[config.mk]
export PLATFORM = sky130hd
export DESIGN_NAME = frame_check_trailer_appender_top_flat
export DESIGN_NICKNAME = d
export VERILOG_FILES = /design/src/sv/fcta_pkg.sv /design/src/sv/fcta_in_if.sv /design/src/sv/fcta_out_if.sv /design/src/sv/fcta_delay_line.sv /design/src/sv/fcta_check_unit.sv /design/src/sv/fcta_out_emit.sv /design/src/sv/frame_check_trailer_appender_top.sv /design/src/flat_wrapper.sv
export SDC_FILE = /design/constraint.sdc
export NUM_CORES = 1
export LEC_CHECK = 0
export BUFFER_PORTS_ARGS = -buffer_cell sky130_fd_sc_hd__clkbuf_2
export CAP_MARGIN = 25
export CORE_ASPECT_RATIO = 1.75
export CORE_MARGIN = 2
export CORE_UTILIZATION = 45
export CTS_BUF_LIST = sky130_fd_sc_hd__clkbuf_2 sky130_fd_sc_hd__clkbuf_4 sky130_fd_sc_hd__clkbuf_8
export DETAILED_ROUTE_END_ITERATION = 16
export PLACE_DENSITY = 0.7
export SYNTH_ARGS = -nofsm -noshare
export SYNTH_HDL_FRONTEND = slang
export SYNTH_HIERARCHICAL = 1
export SYNTH_SLANG_ARGS = --single-unit
[constraint.sdc]
create_clock -name clk -period 5.25 [get_ports clk]
set_input_delay 1.05 -clock clk [delete_from_list [all_inputs] [get_ports clk]]
set_output_delay 1.05 -clock clk [all_outputs]
set_load 0.03 [all_outputs]
[src/sv/fcta_pkg.sv]
// fcta_pkg: shared constants, types and check/trailer functions for the
// frame check trailer appender. No dependencies.
package fcta_pkg;

  // delay line sizing
  localparam int MAX_TAIL = 16;
  localparam int DEPTH    = MAX_TAIL + 1;
  localparam int PTR_W    = $clog2(DEPTH);
  localparam int FILL_W   = $clog2(DEPTH + 1);
  localparam int TAIL_W   = 5;
  localparam int ADDR_W   = 4;

  // check constants
  localparam logic [15:0] CRC_INIT   = 16'hFFFF;
  localparam logic [15:0] CRC_POLY   = 16'hA001;
  localparam logic [7:0]  ASCII_STAR = 8'h2A;
  localparam logic [7:0]  ASCII_ZERO = 8'h30;
  localparam logic [7:0]  ASCII_A    = 8'h41;
  localparam logic [7:0]  ASCII_CR   = 8'h0D;
  localparam logic [7:0]  ASCII_LF   = 8'h0A;

  typedef enum logic [1:0] {
    MODE_CRC16   = 2'd0,
    MODE_XOR     = 2'd1,
    MODE_LRC     = 2'd2,
    MODE_XOR_HEX = 2'd3
  } mode_t;

  typedef enum logic [1:0] {
    REG_CHECK_MODE = 2'd0,
    REG_SKIP_HEAD  = 2'd1,
    REG_SKIP_TAIL  = 2'd2
  } reg_idx_t;

  typedef enum logic {
    ST_RUN,
    ST_DRAIN
  } dl_state_t;

  typedef struct packed {
    mode_t             mode;
    logic [7:0]        skip_head;
    logic [TAIL_W-1:0] skip_tail;
  } cfg_t;

  // one step of the delay line toward the check unit
  typedef struct packed {
    logic       valid;
    logic       has_byte;
    logic [7:0] data;
    logic       end_frame;
    logic       rel;
    logic       absorb;
    logic       forward;
  } rel_op_t;

  typedef struct packed {
    logic              draining;
    logic [FILL_W-1:0] fill;
  } dl_stat_t;

  // one output job: pass byte and/or trailer
  typedef struct packed {
    logic        valid;
    logic        has_byte;
    logic [7:0]  data;
    logic        end_frame;
    mode_t       mode;
    logic [15:0] value;
  } emit_job_t;

  function automatic logic [15:0] init_value(mode_t mode);
    return (mode == MODE_CRC16) ? CRC_INIT : 16'h0000;
  endfunction

  // byte-wide reflected crc update, eight shift steps
  function automatic logic [15:0] crc16_byte(logic [15:0] acc, logic [7:0] b);
    logic [15:0] c;
    c = acc ^ {8'h00, b};
    for (int k = 0; k < 8; k++) begin
      c = c[0] ? ((c >> 1) ^ CRC_POLY) : (c >> 1);
    end
    return c;
  endfunction

  function automatic logic [15:0] absorb_byte(mode_t mode, logic [15:0] acc,
                                              logic [7:0] b);
    logic [15:0] r;
    case (mode)
      MODE_CRC16: r = crc16_byte(acc, b);
      MODE_LRC:   r = {8'h00, acc[7:0] + b};
      default:    r = {8'h00, acc[7:0] ^ b};
    endcase
    return r;
  endfunction

  function automatic logic [7:0] hex_digit(logic [3:0] n);
    return (n < 4'd10) ? (ASCII_ZERO + {4'h0, n})
                       : (ASCII_A + {4'h0, n} - 8'd10);
  endfunction

  function automatic logic [2:0] trailer_len(mode_t mode);
    logic [2:0] r;
    case (mode)
      MODE_CRC16:   r = 3'd2;
      MODE_XOR_HEX: r = 3'd5;
      default:      r = 3'd1;
    endcase
    return r;
  endfunction

  function automatic logic [7:0] trailer_byte(mode_t mode, logic [15:0] value,
                                              logic [2:0] idx);
    logic [7:0] r;
    case (mode)
      MODE_CRC16: r = (idx == 3'd0) ? value[15:8] : value[7:0];
      MODE_XOR:   r = value[7:0];
      MODE_LRC:   r = 8'h00 - value[7:0];
      default: begin
        case (idx)
          3'd0:    r = ASCII_STAR;
          3'd1:    r = hex_digit(value[7:4]);
          3'd2:    r = hex_digit(value[3:0]);
          3'd3:    r = ASCII_CR;
          default: r = ASCII_LF;
        endcase
      end
    endcase
    return r;
  endfunction

endpackage

[src/sv/fcta_in_if.sv]
// fcta_in_if: input word channel (frame byte and end marker) with
// valid/ready handshake. No dependencies.
interface fcta_in_if;
  logic       valid;
  logic       ready;
  logic [7:0] data_byte;
  logic       frame_end;

  modport source (output valid, output data_byte, output frame_end, input ready);
  modport sink (input valid, input data_byte, input frame_end, output ready);
endinterface

[src/sv/fcta_out_if.sv]
// fcta_out_if: output word channel (byte and last marker) with
// valid/ready handshake. No dependencies.
interface fcta_out_if;
  logic       valid;
  logic       ready;
  logic [7:0] out_byte;
  logic       out_last;

  modport source (output valid, output out_byte, output out_last, input ready);
  modport sink (input valid, input out_byte, input out_last, output ready);
endinterface

[src/sv/fcta_delay_line.sv]
// fcta_delay_line: circular tail delay memory with write/read pointers,
// fill count, frame index and drain sequencer. Depends on fcta_pkg.
module fcta_delay_line import fcta_pkg::*; (
  input  logic       clk,
  input  logic       rst,
  input  cfg_t       cfg,
  input  logic       in_valid,
  input  logic [7:0] in_data,
  input  logic       in_end,
  output logic       in_ready,
  input  logic       adv,
  output rel_op_t    op,
  output logic [7:0] rd_data,
  output dl_stat_t   stat
);

  logic [7:0]        mem [DEPTH];
  logic [PTR_W-1:0]  wp, wp_next;
  logic [PTR_W-1:0]  rp, rp_next;
  logic [FILL_W-1:0] fill, fill_next;
  logic [7:0]        idx, idx_next;
  logic              pend_end, pend_end_next;
  dl_state_t         st, st_next;
  logic              mem_we;
  logic              rd_en;
  logic [FILL_W-1:0] tail;
  logic [FILL_W-1:0] fill_inc;
  logic              accept;

  function automatic logic [PTR_W-1:0] ptr_inc(logic [PTR_W-1:0] p);
    return (p == PTR_W'(DEPTH - 1)) ? '0 : p + 1'b1;
  endfunction

  // effective tail length, capped at the delay capacity
  assign tail = (FILL_W'(cfg.skip_tail) > FILL_W'(MAX_TAIL)) ? FILL_W'(MAX_TAIL)
                                                            : FILL_W'(cfg.skip_tail);
  assign fill_inc = fill + 1'b1;
  assign in_ready = (st == ST_RUN) && adv;
  assign accept   = in_valid && in_ready;

  // next state, pointer updates and the op handed to the check unit
  always_comb begin
    st_next       = st;
    wp_next       = wp;
    rp_next       = rp;
    fill_next     = fill;
    idx_next      = idx;
    pend_end_next = pend_end;
    mem_we        = 1'b0;
    rd_en         = 1'b0;
    op            = '0;
    unique case (st)
      ST_RUN: begin
        if (accept) begin
          mem_we      = 1'b1;
          wp_next     = ptr_inc(wp);
          op.valid    = 1'b1;
          op.has_byte = 1'b1;
          op.data     = in_data;
          if (fill_inc > tail) begin
            op.rel     = 1'b1;
            op.absorb  = (idx >= cfg.skip_head);
            op.forward = (fill == '0);
            rd_en      = (fill != '0);
            rp_next    = ptr_inc(rp);
            idx_next   = (idx == 8'hFF) ? idx : idx + 8'd1;
            fill_next  = fill;
            if (fill > tail) begin
              st_next       = ST_DRAIN;
              pend_end_next = in_end;
            end else begin
              op.end_frame = in_end;
            end
          end else begin
            fill_next    = fill_inc;
            op.end_frame = in_end;
          end
          if (op.end_frame) begin
            fill_next = '0;
            wp_next   = '0;
            rp_next   = '0;
            idx_next  = '0;
          end
        end
      end
      ST_DRAIN: begin
        if (adv) begin
          op.valid  = 1'b1;
          op.rel    = 1'b1;
          op.absorb = (idx >= cfg.skip_head);
          rd_en     = 1'b1;
          rp_next   = ptr_inc(rp);
          fill_next = fill - 1'b1;
          idx_next  = (idx == 8'hFF) ? idx : idx + 8'd1;
          if ((fill - 1'b1) == tail) begin
            st_next      = ST_RUN;
            op.end_frame = pend_end;
            if (pend_end) begin
              fill_next = '0;
              wp_next   = '0;
              rp_next   = '0;
              idx_next  = '0;
            end
          end
        end
      end
      default: st_next = ST_RUN;
    endcase
  end

  // control registers
  always_ff @(posedge clk) begin
    if (rst) begin
      st       <= ST_RUN;
      wp       <= '0;
      rp       <= '0;
      fill     <= '0;
      idx      <= '0;
      pend_end <= 1'b0;
    end else begin
      st       <= st_next;
      wp       <= wp_next;
      rp       <= rp_next;
      fill     <= fill_next;
      idx      <= idx_next;
      pend_end <= pend_end_next;
    end
  end

  // delay memory, read data registered
  always_ff @(posedge clk) begin
    if (mem_we) begin
      mem[wp] <= in_data;
    end
    if (rd_en) begin
      rd_data <= mem[rp];
    end
  end

  assign stat.draining = (st == ST_DRAIN);
  assign stat.fill     = fill;

endmodule

[src/sv/fcta_check_unit.sv]
// fcta_check_unit: release stage holding the check accumulator; absorbs
// released bytes and forms output jobs. Depends on fcta_pkg.
module fcta_check_unit import fcta_pkg::*; (
  input  logic        clk,
  input  logic        rst,
  input  mode_t       mode,
  input  logic        mode_wr,
  input  mode_t       wr_mode,
  input  rel_op_t     op_in,
  input  logic [7:0]  rd_data,
  input  logic        out_free,
  output logic        adv,
  output emit_job_t   job,
  output logic [15:0] acc_out
);

  rel_op_t     b_op;
  logic [15:0] acc;
  logic [15:0] acc_after;
  logic [7:0]  rel_byte;
  logic        emits;
  logic        fire;

  // stage control
  assign emits = b_op.has_byte || b_op.end_frame;
  assign fire  = b_op.valid && (!emits || out_free);
  assign adv   = !b_op.valid || fire;

  // released byte comes from memory or straight from the input word
  assign rel_byte  = b_op.forward ? b_op.data : rd_data;
  assign acc_after = (b_op.rel && b_op.absorb) ? absorb_byte(mode, acc, rel_byte) : acc;

  // job for the output stage
  always_comb begin
    job.valid     = fire && emits;
    job.has_byte  = b_op.has_byte;
    job.data      = b_op.data;
    job.end_frame = b_op.end_frame;
    job.mode      = mode;
    job.value     = acc_after;
  end

  // stage register and accumulator, a mode write starts from the new mode
  always_ff @(posedge clk) begin
    if (rst) begin
      b_op.valid <= 1'b0;
      acc        <= CRC_INIT;
    end else begin
      if (adv) begin
        b_op <= op_in;
      end
      if (mode_wr) begin
        acc <= init_value(wr_mode);
      end else if (fire) begin
        acc <= b_op.end_frame ? init_value(mode) : acc_after;
      end
    end
  end

  assign acc_out = acc;

endmodule

[src/sv/fcta_out_emit.sv]
// fcta_out_emit: output register stage; sends the pass byte of one job, if
// any, and then, for a frame end, its trailer bytes. Depends on fcta_pkg.
module fcta_out_emit import fcta_pkg::*; (
  input  logic      clk,
  input  logic      rst,
  input  emit_job_t job,
  output logic      out_free,
  output logic      out_valid,
  input  logic      out_ready,
  output logic [7:0] out_byte,
  output logic      out_last
);

  logic      o_valid;
  emit_job_t o_job;
  logic      o_phase_byte;
  logic [2:0] o_tidx;
  logic      tr_last;
  logic      done_cur;
  logic      take;

  assign tr_last  = (o_tidx == (trailer_len(o_job.mode) - 3'd1));
  assign done_cur = o_phase_byte ? !o_job.end_frame : tr_last;
  assign take     = o_valid && out_ready;
  assign out_free = !o_valid || (take && done_cur);

  // sequence through the words of the current job
  always_ff @(posedge clk) begin
    if (rst) begin
      o_valid <= 1'b0;
    end else if (out_free) begin
      o_valid <= job.valid;
    end
  end

  always_ff @(posedge clk) begin
    if (out_free) begin
      o_job        <= job;
      o_phase_byte <= job.has_byte;
      o_tidx       <= '0;
    end else if (take) begin
      if (o_phase_byte) begin
        o_phase_byte <= 1'b0;
      end else begin
        o_tidx <= o_tidx + 3'd1;
      end
    end
  end

  assign out_valid = o_valid;
  assign out_byte  = o_phase_byte ? o_job.data : trailer_byte(o_job.mode, o_job.value, o_tidx);
  assign out_last  = !o_phase_byte && tr_last;

endmodule

[src/sv/frame_check_trailer_appender_top.sv]
// frame_check_trailer_appender_top: register port, delay line, check unit
// and output stage. Depends on fcta_pkg, fcta_in_if, fcta_out_if,
// fcta_delay_line, fcta_check_unit and fcta_out_emit.
//   channel  | dir | fields                | handshake
//   in_ch    | in  | data_byte, frame_end  | valid/ready
//   out_ch   | out | out_byte, out_last    | valid/ready
//   apb      | in  | check_mode/skip_*     | psel/penable, pready high
//
// One input word per cycle in steady state; each word gives one output word,
// the end word adds 1, 2 or 5 trailer words, sent one per cycle unless stalled.
// Lowering skip_tail mid-frame makes the next word release the surplus held
// bytes one per cycle unless stalled, input held, via the one memory read port.
// Synchronous reset; no clearing pass, the delay memory is never read unwritten.
// Output stalls back up through the check stage to in_ch.ready.
module frame_check_trailer_appender_top import fcta_pkg::*; (
  input  logic              clk,
  input  logic              rst,
  fcta_in_if.sink           in_ch,
  fcta_out_if.source        out_ch,
  input  logic              psel,
  input  logic              penable,
  input  logic              pwrite,
  input  logic [ADDR_W-1:0] paddr,
  input  logic [31:0]       pwdata,
  output logic [31:0]       prdata,
  output logic              pready
);

  cfg_t        cfg;
  reg_idx_t    reg_idx;
  logic        cfg_wr;
  logic        mode_wr;
  rel_op_t     dl_op;
  dl_stat_t    dl_stat;
  logic [7:0]  rd_data;
  logic        adv;
  logic        out_free;
  emit_job_t   job;
  logic [15:0] chk_acc;

  // register port
  assign pready  = 1'b1;
  assign reg_idx = reg_idx_t'(paddr[ADDR_W-1:2]);
  assign cfg_wr  = psel && penable && pwrite;
  assign mode_wr = cfg_wr && (reg_idx == REG_CHECK_MODE);

  always_ff @(posedge clk) begin
    if (rst) begin
      cfg.mode      <= MODE_CRC16;
      cfg.skip_head <= '0;
      cfg.skip_tail <= '0;
    end else if (cfg_wr) begin
      unique case (reg_idx)
        REG_CHECK_MODE: cfg.mode      <= mode_t'(pwdata[1:0]);
        REG_SKIP_HEAD:  cfg.skip_head <= pwdata[7:0];
        REG_SKIP_TAIL:  cfg.skip_tail <= pwdata[TAIL_W-1:0];
        default: ;
      endcase
    end
  end

  always_comb begin
    unique case (reg_idx)
      REG_CHECK_MODE: prdata = {30'd0, cfg.mode};
      REG_SKIP_HEAD:  prdata = {24'd0, cfg.skip_head};
      REG_SKIP_TAIL:  prdata = {{(32 - TAIL_W){1'b0}}, cfg.skip_tail};
      default:        prdata = '0;
    endcase
  end

  // datapath
  fcta_delay_line u_delay (
    .clk      (clk),
    .rst      (rst),
    .cfg      (cfg),
    .in_valid (in_ch.valid),
    .in_data  (in_ch.data_byte),
    .in_end   (in_ch.frame_end),
    .in_ready (in_ch.ready),
    .adv      (adv),
    .op       (dl_op),
    .rd_data  (rd_data),
    .stat     (dl_stat)
  );

  fcta_check_unit u_check (
    .clk      (clk),
    .rst      (rst),
    .mode     (cfg.mode),
    .mode_wr  (mode_wr),
    .wr_mode  (mode_t'(pwdata[1:0])),
    .op_in    (dl_op),
    .rd_data  (rd_data),
    .out_free (out_free),
    .adv      (adv),
    .job      (job),
    .acc_out  (chk_acc)
  );

  fcta_out_emit u_emit (
    .clk       (clk),
    .rst       (rst),
    .job       (job),
    .out_free  (out_free),
    .out_valid (out_ch.valid),
    .out_ready (out_ch.ready),
    .out_byte  (out_ch.out_byte),
    .out_last  (out_ch.out_last)
  );

  // checks
  a_drain_holds_input: assert property (@(posedge clk) disable iff (rst)
    dl_stat.draining |-> !in_ch.ready)
    else $error("input taken while draining delay line");

  a_mode_write_inits: assert property (@(posedge clk) disable iff (rst)
    mode_wr |=> (chk_acc == init_value(cfg.mode)))
    else $error("accumulator not reinitialized after mode write");

  a_end_clears_fill: assert property (@(posedge clk) disable iff (rst)
    (dl_op.valid && dl_op.end_frame) |=> (dl_stat.fill == '0))
    else $error("delay line not cleared at frame end");

  a_fill_bound: assert property (@(posedge clk) disable iff (rst)
    dl_stat.fill <= FILL_W'(MAX_TAIL))
    else $error("delay fill above capacity");

endmodule
[src/flat_wrapper.sv]
// flat-port wrapper written by rule: the top's interface ports become plain ports
module frame_check_trailer_appender_top_flat import fcta_pkg::*;
  (clk, rst, psel, penable, pwrite, paddr, pwdata, prdata, pready, in_ch_valid, in_ch_data_byte, in_ch_frame_end, in_ch_ready, out_ch_valid, out_ch_out_byte, out_ch_out_last, out_ch_ready);
  fcta_in_if in_ch_i ();
  fcta_out_if out_ch_i ();
  input  logic clk;
  input  logic rst;
  input  logic psel;
  input  logic penable;
  input  logic pwrite;
  input  logic [ADDR_W-1:0] paddr;
  input  logic [31:0] pwdata;
  output logic [31:0] prdata;
  output logic pready;
  input wire logic [$bits(in_ch_i.valid)-1:0] in_ch_valid;
  input wire logic [$bits(in_ch_i.data_byte)-1:0] in_ch_data_byte;
  input wire logic [$bits(in_ch_i.frame_end)-1:0] in_ch_frame_end;
  output wire logic [$bits(in_ch_i.ready)-1:0] in_ch_ready;
  output wire logic [$bits(out_ch_i.valid)-1:0] out_ch_valid;
  output wire logic [$bits(out_ch_i.out_byte)-1:0] out_ch_out_byte;
  output wire logic [$bits(out_ch_i.out_last)-1:0] out_ch_out_last;
  input wire logic [$bits(out_ch_i.ready)-1:0] out_ch_ready;
  assign in_ch_i.valid = in_ch_valid;
  assign in_ch_i.data_byte = in_ch_data_byte;
  assign in_ch_i.frame_end = in_ch_frame_end;
  assign in_ch_ready = in_ch_i.ready;
  assign out_ch_valid = out_ch_i.valid;
  assign out_ch_out_byte = out_ch_i.out_byte;
  assign out_ch_out_last = out_ch_i.out_last;
  assign out_ch_i.ready = out_ch_ready;
  frame_check_trailer_appender_top u_core (.clk(clk), .rst(rst), .in_ch(in_ch_i), .out_ch(out_ch_i), .psel(psel), .penable(penable), .pwrite(pwrite), .paddr(paddr), .pwdata(pwdata), .prdata(prdata), .pready(pready));
endmodule
After elaboration in Yosys (flattened, before gate mapping)
Memory sizes are Yosys's and may differ from the RTL's. A register that Yosys moved wholly into a read port is not among the register bits.
Index checks and enable logic that the tools add are counted.
- register bits: 102
- RAM bits: 136
- bits of input ports: 52
- output and inout bits: 44
- word-level logic and storage cells: 202
- memories: 1
- add/subtract/negate cells: 15
- $lt $le $gt $ge: 6
- equal/unequal tests: 20
- mux-type cells: 81
- bitwise logic cells: 15
- reductions and logical operators: 40
- memories (name ; depth ; width ; read ports ; clocked after Yosys merged registers in ; write ports ; RTL line ; text):
    u_core.u_delay.mem ; 17 ; 8 ; 1 ; 1 ; 1 ; fcta_delay_line.sv:17 ; logic [7:0] mem [DEPTH];
- operators with widths (operator ; number):
    $mux W16 ; 14
    $mux W5 ; 20
    $mux W8 ; 12
    $pmux W8 S3 ; 2
    $pmux W16 S2 ; 1
    $pmux W8 S4 ; 1
    $pmux W5 S2 ; 3
    $not A2 Y3 ; 8
    $mux W1 ; 20
    $add A7 B4 Y8 const A ; 2
    $pmux W8 S2 ; 1
    $sub A8 B4 Y8 const B ; 2
    $xor A16 B8 Y16 ; 1
    $add A5 B1 Y5 const B ; 3
    $add A6 B4 Y7 const A ; 2
    $mux W14 ; 1
    $pmux W3 S2 ; 2
    $logic_and A1 B1 Y1 ; 11
    $eq A5 B5 Y1 const B ; 2
    $gt A5 B5 Y1 ; 2
    $reduce_and A2 Y1 ; 5
    $add A8 B1 Y8 const B ; 1
    $add A8 B8 Y8 ; 1
    $eq A2 B2 Y1 const B ; 4
    other kinds (32) ; 56

Logic depth before layout (Yosys ltp)
- word-level depth: 23
- depth in mapped cells: 12
- mapped depth without buffers: 11

By module
The synthesis kept the hierarchy.
- modules (own cells, without submodules) (module ; instances ; cells an instance ; area an instance (um^2) ; seq. area each (um^2)):
    fcta_delay_line ; 1 ; 502 ; 7752.4 ; 4824.6
    fcta_check_unit ; 1 ; 250 ; 2277.2 ; 730.7
    fcta_out_emit ; 1 ; 177 ; 1976.9 ; 920.9
    frame_check_trailer_appender_top ; 1 ; 104 ; 947.2 ; 300.3

Worst setup path after synthesis
Ideal clock, no wire load.
- path kind: in2out
- start: input port out_ch_ready
- end: output port in_ch_ready
- arrival time: 3.039 ns
- required time: 4.200 ns
- setup slack: 1.161 ns
- cell stages on the path: 5
- buffers on the path: 0
- cell sequence: nand2_1 -> o221ai_2 -> nor3_1 -> inv_1 -> nor2b_1
- word-level cells in the longest chain between the ends: 7
- ends and longest elaborated chain (element ; RTL line ; text):
    from (decl) ; flat_wrapper.sv:22 ; input wire logic [$bits(out_ch_i.ready)-1:0] out_ch_ready;
    $logic_and A1 B1 Y1 ; fcta_out_emit.sv:24 ; assign take = o_valid && out_ready;
    $logic_and A1 B1 Y1 ; fcta_out_emit.sv:25 ; assign out_free = !o_valid || (take && done_cur);
    $logic_or A1 B1 Y1 ; fcta_out_emit.sv:25 ;
    net u_core.out_free ; frame_check_trailer_appender_top.sv:37 ; logic out_free;
    $logic_or A1 B1 Y1 ; fcta_check_unit.sv:26 ; assign fire = b_op.valid && (!emits || out_free);
    $logic_and A1 B1 Y1 ; fcta_check_unit.sv:26 ;
    $logic_or A1 B1 Y1 ; fcta_check_unit.sv:27 ; assign adv = !b_op.valid || fire;
    net u_core.adv ; frame_check_trailer_appender_top.sv:36 ; logic adv;
    $logic_and A1 B1 Y1 ; fcta_delay_line.sv:38 ; assign in_ready = (st == ST_RUN) && adv;
    to (decl) ; flat_wrapper.sv:18 ; output wire logic [$bits(in_ch_i.ready)-1:0] in_ch_ready;
The timed path passes the listed nets, and every way through them passes these cells.

Worst setup path after layout
- start: register u_core/u_emit/o_job[17] (netlist bit)
- end: output port in_ch_ready
- word-level cells in the longest chain between the ends: 11
- elaborated cells between the ends (all ways): 12
- classes of those cells: add/sub: 1; eq/ne: 2; mux: 2; reduce/logical: 7
- ends and longest elaborated chain (element ; RTL line ; text):
    from (decl) ; fcta_out_emit.sv:15 ; emit_job_t o_job;
    from (signal assigned) ; fcta_out_emit.sv:38 ; o_job <= job;
    $eq A2 B2 Y1 or $logic_not A2 Y1 (tied branches) ; fcta_pkg.sv:104 ; case (mode)
    $pmux W3 S2 * ; fcta_pkg.sv:104 ;
    $sub A3 B1 Y3 * ; fcta_out_emit.sv:22 ; assign tr_last = (o_tidx == (trailer_len(o_job.mode) - 3'd1));
    $eq A3 B3 Y1 * ; fcta_out_emit.sv:22 ;
    $mux W1 * ; fcta_out_emit.sv:23 ; assign done_cur = o_phase_byte ? !o_job.end_frame : tr_last;
    $logic_and A1 B1 Y1 * ; fcta_out_emit.sv:25 ;
    $logic_or A1 B1 Y1 * ; fcta_out_emit.sv:25 ;
    net u_core.out_free ; frame_check_trailer_appender_top.sv:37 ;
    $logic_or A1 B1 Y1 * ; fcta_check_unit.sv:26 ;
    $logic_and A1 B1 Y1 * ; fcta_check_unit.sv:26 ;
    $logic_or A1 B1 Y1 * ; fcta_check_unit.sv:27 ;
    net u_core.adv ; frame_check_trailer_appender_top.sv:36 ;
    $logic_and A1 B1 Y1 * ; fcta_delay_line.sv:38 ;
The timed path passes the listed nets; every way through them passes the cells marked *.

==> impl_summary.log <==
[metrics] status: finished, final reports clean
[metrics] startpoint of the lowest-slack register-to-register path: u_core/u_emit/o_job[17]
[metrics] number of buffers inserted during clock tree synthesis: 36
[metrics] share of layout cells above drive strength 1: ~15%
[metrics] via count of the first global-routing pass: 8,682
[metrics] post-synthesis instance total: 1,032
[metrics] Flop pwr share: a little under two fifths
[metrics] layout net count: 1,164
[metrics] cell family with the largest share of critical-path delay: flip-flops
[metrics] GP Congestion: between 0.9 and 1
[metrics] sum of negative setup slack: 0 ns
[metrics] Avg WL per Cell: between 15 and 20 um
[metrics] Final Hold Violating Endpoints: 0
[metrics] worst hold-check path type: flip-flop to flip-flop
[metrics] headroom to the max-slew limit: 44.7%
[metrics] total number of cells along the worst setup path: 7
[metrics] number of placed I/O pins: 96
[metrics] startpoint kind of the worst setup timing path: flip-flop
[metrics] number of cells on the worst hold path: 0
[metrics] Top Usage Layer GRT: met2
[metrics] post-route fraction of the period consumed by the critical path: 81.6%
[metrics] worst setup skew after layout: ~0.032 ns
[metrics] met3 demand-to-capacity share in global routing: about 2.6%
[metrics] first-pass detailed-route iteration total: 6
[metrics] Total Die Area: ~30,000 um^2
[metrics] Critical Path End Type: primary output
[metrics] Vias: around 8.4k
[metrics] slew at the pin closest to its max-slew limit: approximately 0.83 ns
[metrics] count of hold buffers inserted by post-cts repair: 0
[metrics] clk sinks: about 250
[metrics] met1 track utilization from global routing: a little under a fifth
[metrics] data arrival time of the critical path: 3.24 ns
[metrics] post-layout min period: 4.29 ns
[metrics] Critical path buffers and inverters: 2
[metrics] Synth Warn #: 6
[metrics] Die Span Y: between 200 and 250 um
[metrics] hpwl dp: approximately 21 mm
[metrics] largest fanout on the critical path: 21
[metrics] core area: approximately 29,000 um^2
[metrics] placed standard-cell area: approximately 13,000 um^2
[metrics] initial antenna violation count: 0
[metrics] final std cell area, no fill: approximately 14,000 um^2
[metrics] Crit Path Category: flip-flop to primary output
[metrics] source-to-sink clock delay at the later pin of the worst-skew pair: ~0.56 ns
[metrics] cell chain of the critical path: xor2_1 -> a311oi_2 -> o221ai_4 -> nor3_1 -> inv_1 -> nor2b_1 -> clkbuf_2
[metrics] Max stage delay cell, worst path: sky130_fd_sc_hd__edfxtp_1
[metrics] grt met2 use: a little under two fifths
[metrics] n_diodes: 0
[metrics] Max Clock Freq: between 200 and 250 MHz
[metrics] fin. max-slew vios: 0
[metrics] origin of the worst min-delay path: u_core/u_check/job[22]
[metrics] Final setup violation count: 0
[metrics] leakage power: about 0.0051 uW
[metrics] number of remaining DRC errors: 0
[metrics] post-synthesis to final-layout area growth: 8.12%
[metrics] Switching Share: 36.6%
[metrics] Worst Reg-to-Reg Cells: 9
[metrics] starting density of the core: around 45%
[metrics] Cell Int Power: 4480 uW
[metrics] clock tree from TritonCTS: yes
[metrics] final core utilization: roughly 50%
[metrics] detailed-route vias per instance: roughly 5.7
[metrics] antenna viol nets, final: 0
[metrics] data required time of the critical path: 4.20 ns
[metrics] Std-Cell Rows: just over 80
[metrics] root buf cell: sky130_fd_sc_hd__clkbuf_8
[metrics] Post-Synthesis Cell Area: 12,900 um^2
[metrics] x dimension of the die: between 100 and 150 um
[metrics] overall fraction of global-route tracks in use: approximately a fifth
[metrics] depth of the CTS H-tree: 2
[metrics] number of maximum-capacitance constraint violations: 0
[metrics] Net Switching: ~2600 uW
[metrics] Hold WS: between 0.4 and 0.5 ns
[metrics] total overflow reported by the global router: 0
[metrics] power per cell area: 504 nW/um^2
[metrics] pin count of the biggest net entering global routing: 49
[metrics] pre-CTS worst setup slack: 1.42 ns
[metrics] routed wire length: just under 30 mm
[metrics] buffers inserted during post-CTS setup optimization: 0
[metrics] Iteration-0 DRC Markers: 681
[metrics] RSZ-0062 raised after global routing: false
[metrics] clock tree buffer depth: 3
[metrics] clock network power share: 22.8%
[metrics] start point of the critical path: u_core/u_emit/o_job[17]
[metrics] delay contributed by the slowest stage of the critical path: slightly below 0.8 ns
[metrics] final setup slack of the worst path: between 0.9 and 1 ns
[metrics] PostCTS Resize Cnt: 0
[metrics] share of power burned in combinational logic: 39.8%
[metrics] Avg Synthesized Cell Area: about 13 um^2
[metrics] wire length of the first global-routing pass: between 40 and 50 mm
[metrics] Max IR drop VDD: approximately 240 uV
[metrics] input/output buffers: between 40 and 50
[metrics] clock transition at the register clock pins on the worst setup and hold paths after CTS: around 0.07 ns
-- cells in the final DEF, fill, tap and decap left out, drive strengths merged, types with 10 or more instances in the layout --
cell type	instances
or3	10
nor3	12
nand2b	35
inv	59
clkbuf	91
a31oi	12
mux2i	28
clkinv	13
mux2	16
edfxtp	185
nand2	53
a22o	10
nor2	71
o21ai	37
dfxtp	61
ha	49
a21oi	40
nand3	22
mux4	40
conb	25
nor2b	12
xnor2	19
and2	17
-- final timing paths --
| check | endpoint | slack, ns |
|---|---|---|
| min reg2reg | u_core/u_emit/o_job[22] | 0.45 |
| max reg2reg | u_core/u_delay/mem[9][7] | 1.48 |
| min | u_core/u_emit/o_job[22] | 0.45 |
| max | in_ch_ready | 0.96 |
-- flip-flops by register name (all words and copies together) (netlist names) --
signal / cells
u_core/u_delay/mem: 136
u_core/u_emit/o_job: 27
u_core/u_check/acc_out: 16
u_core/cfg: 15
u_core/u_check/job: 10
u_core/u_delay/idx: 8
u_core/u_delay/rd_data: 8
u_core/u_delay/fill: 5
u_core/u_delay/rp: 5
u_core/u_delay/wp: 5
u_core/u_check/b_op: 4
u_core/u_emit/o_tidx: 3
u_core/u_delay/pend_end: 1
u_core/u_delay/st: 1
u_core/u_emit/o_phase_byte: 1
u_core/u_emit/out_valid: 1
-- final cells by class --
class | instances | area, um^2
fill | 2545 | 14500
sequential | 246 | 6780
multi-input combinational | 671 | 5510
clock buffer | 47 | 578
tap | 378 | 473
timing repair buffer | 50 | 275
inverter | 57 | 214
clock inverter | 19 | 170
-- layer usage --
metal / routed length, um / up-vias
li1: - / 3919
met1: 10200 / 4177
met2: 16700 / 223
met3: 906 / 94
met4: 1470 / 0
met5: 0 / -
-- metrics by stage --
stage	total power (uW)	std cells
6_report	7060	1468
3_5_place_dp	5450	1402
5_1_grt	7400	1468
2_1_floorplan	4780	1055
4_1_cts	7070	1468
3_3_place_gp	5370	1399
-- worst reg2reg max path, cell delays in order, from the launching register on --
cell and delay (ns):
sky130_fd_sc_hd__edfxtp_1 0.78, sky130_fd_sc_hd__and4b_1 0.33, sky130_fd_sc_hd__a311oi_2 0.08, sky130_fd_sc_hd__o221ai_4 0.24
sky130_fd_sc_hd__nor3_1 0.13, sky130_fd_sc_hd__inv_1 0.21, sky130_fd_sc_hd__nand3_1 0.22, sky130_fd_sc_hd__inv_1 0.41
sky130_fd_sc_hd__nand2_1 0.27, sky130_fd_sc_hd__nor2_1 0.70
-- power groups by stage --
stage	Clock, uW	Sequential (uW)	Combinational (uW)
floorplan	0	2520	2260
global placement	0	2710	2670
detailed placement	0	2670	2770
CTS	1650	2630	2790
global route	1720	2670	3020
finish	1610	2640	2810
No activity file was read; power rests on OpenSTA's default activity.
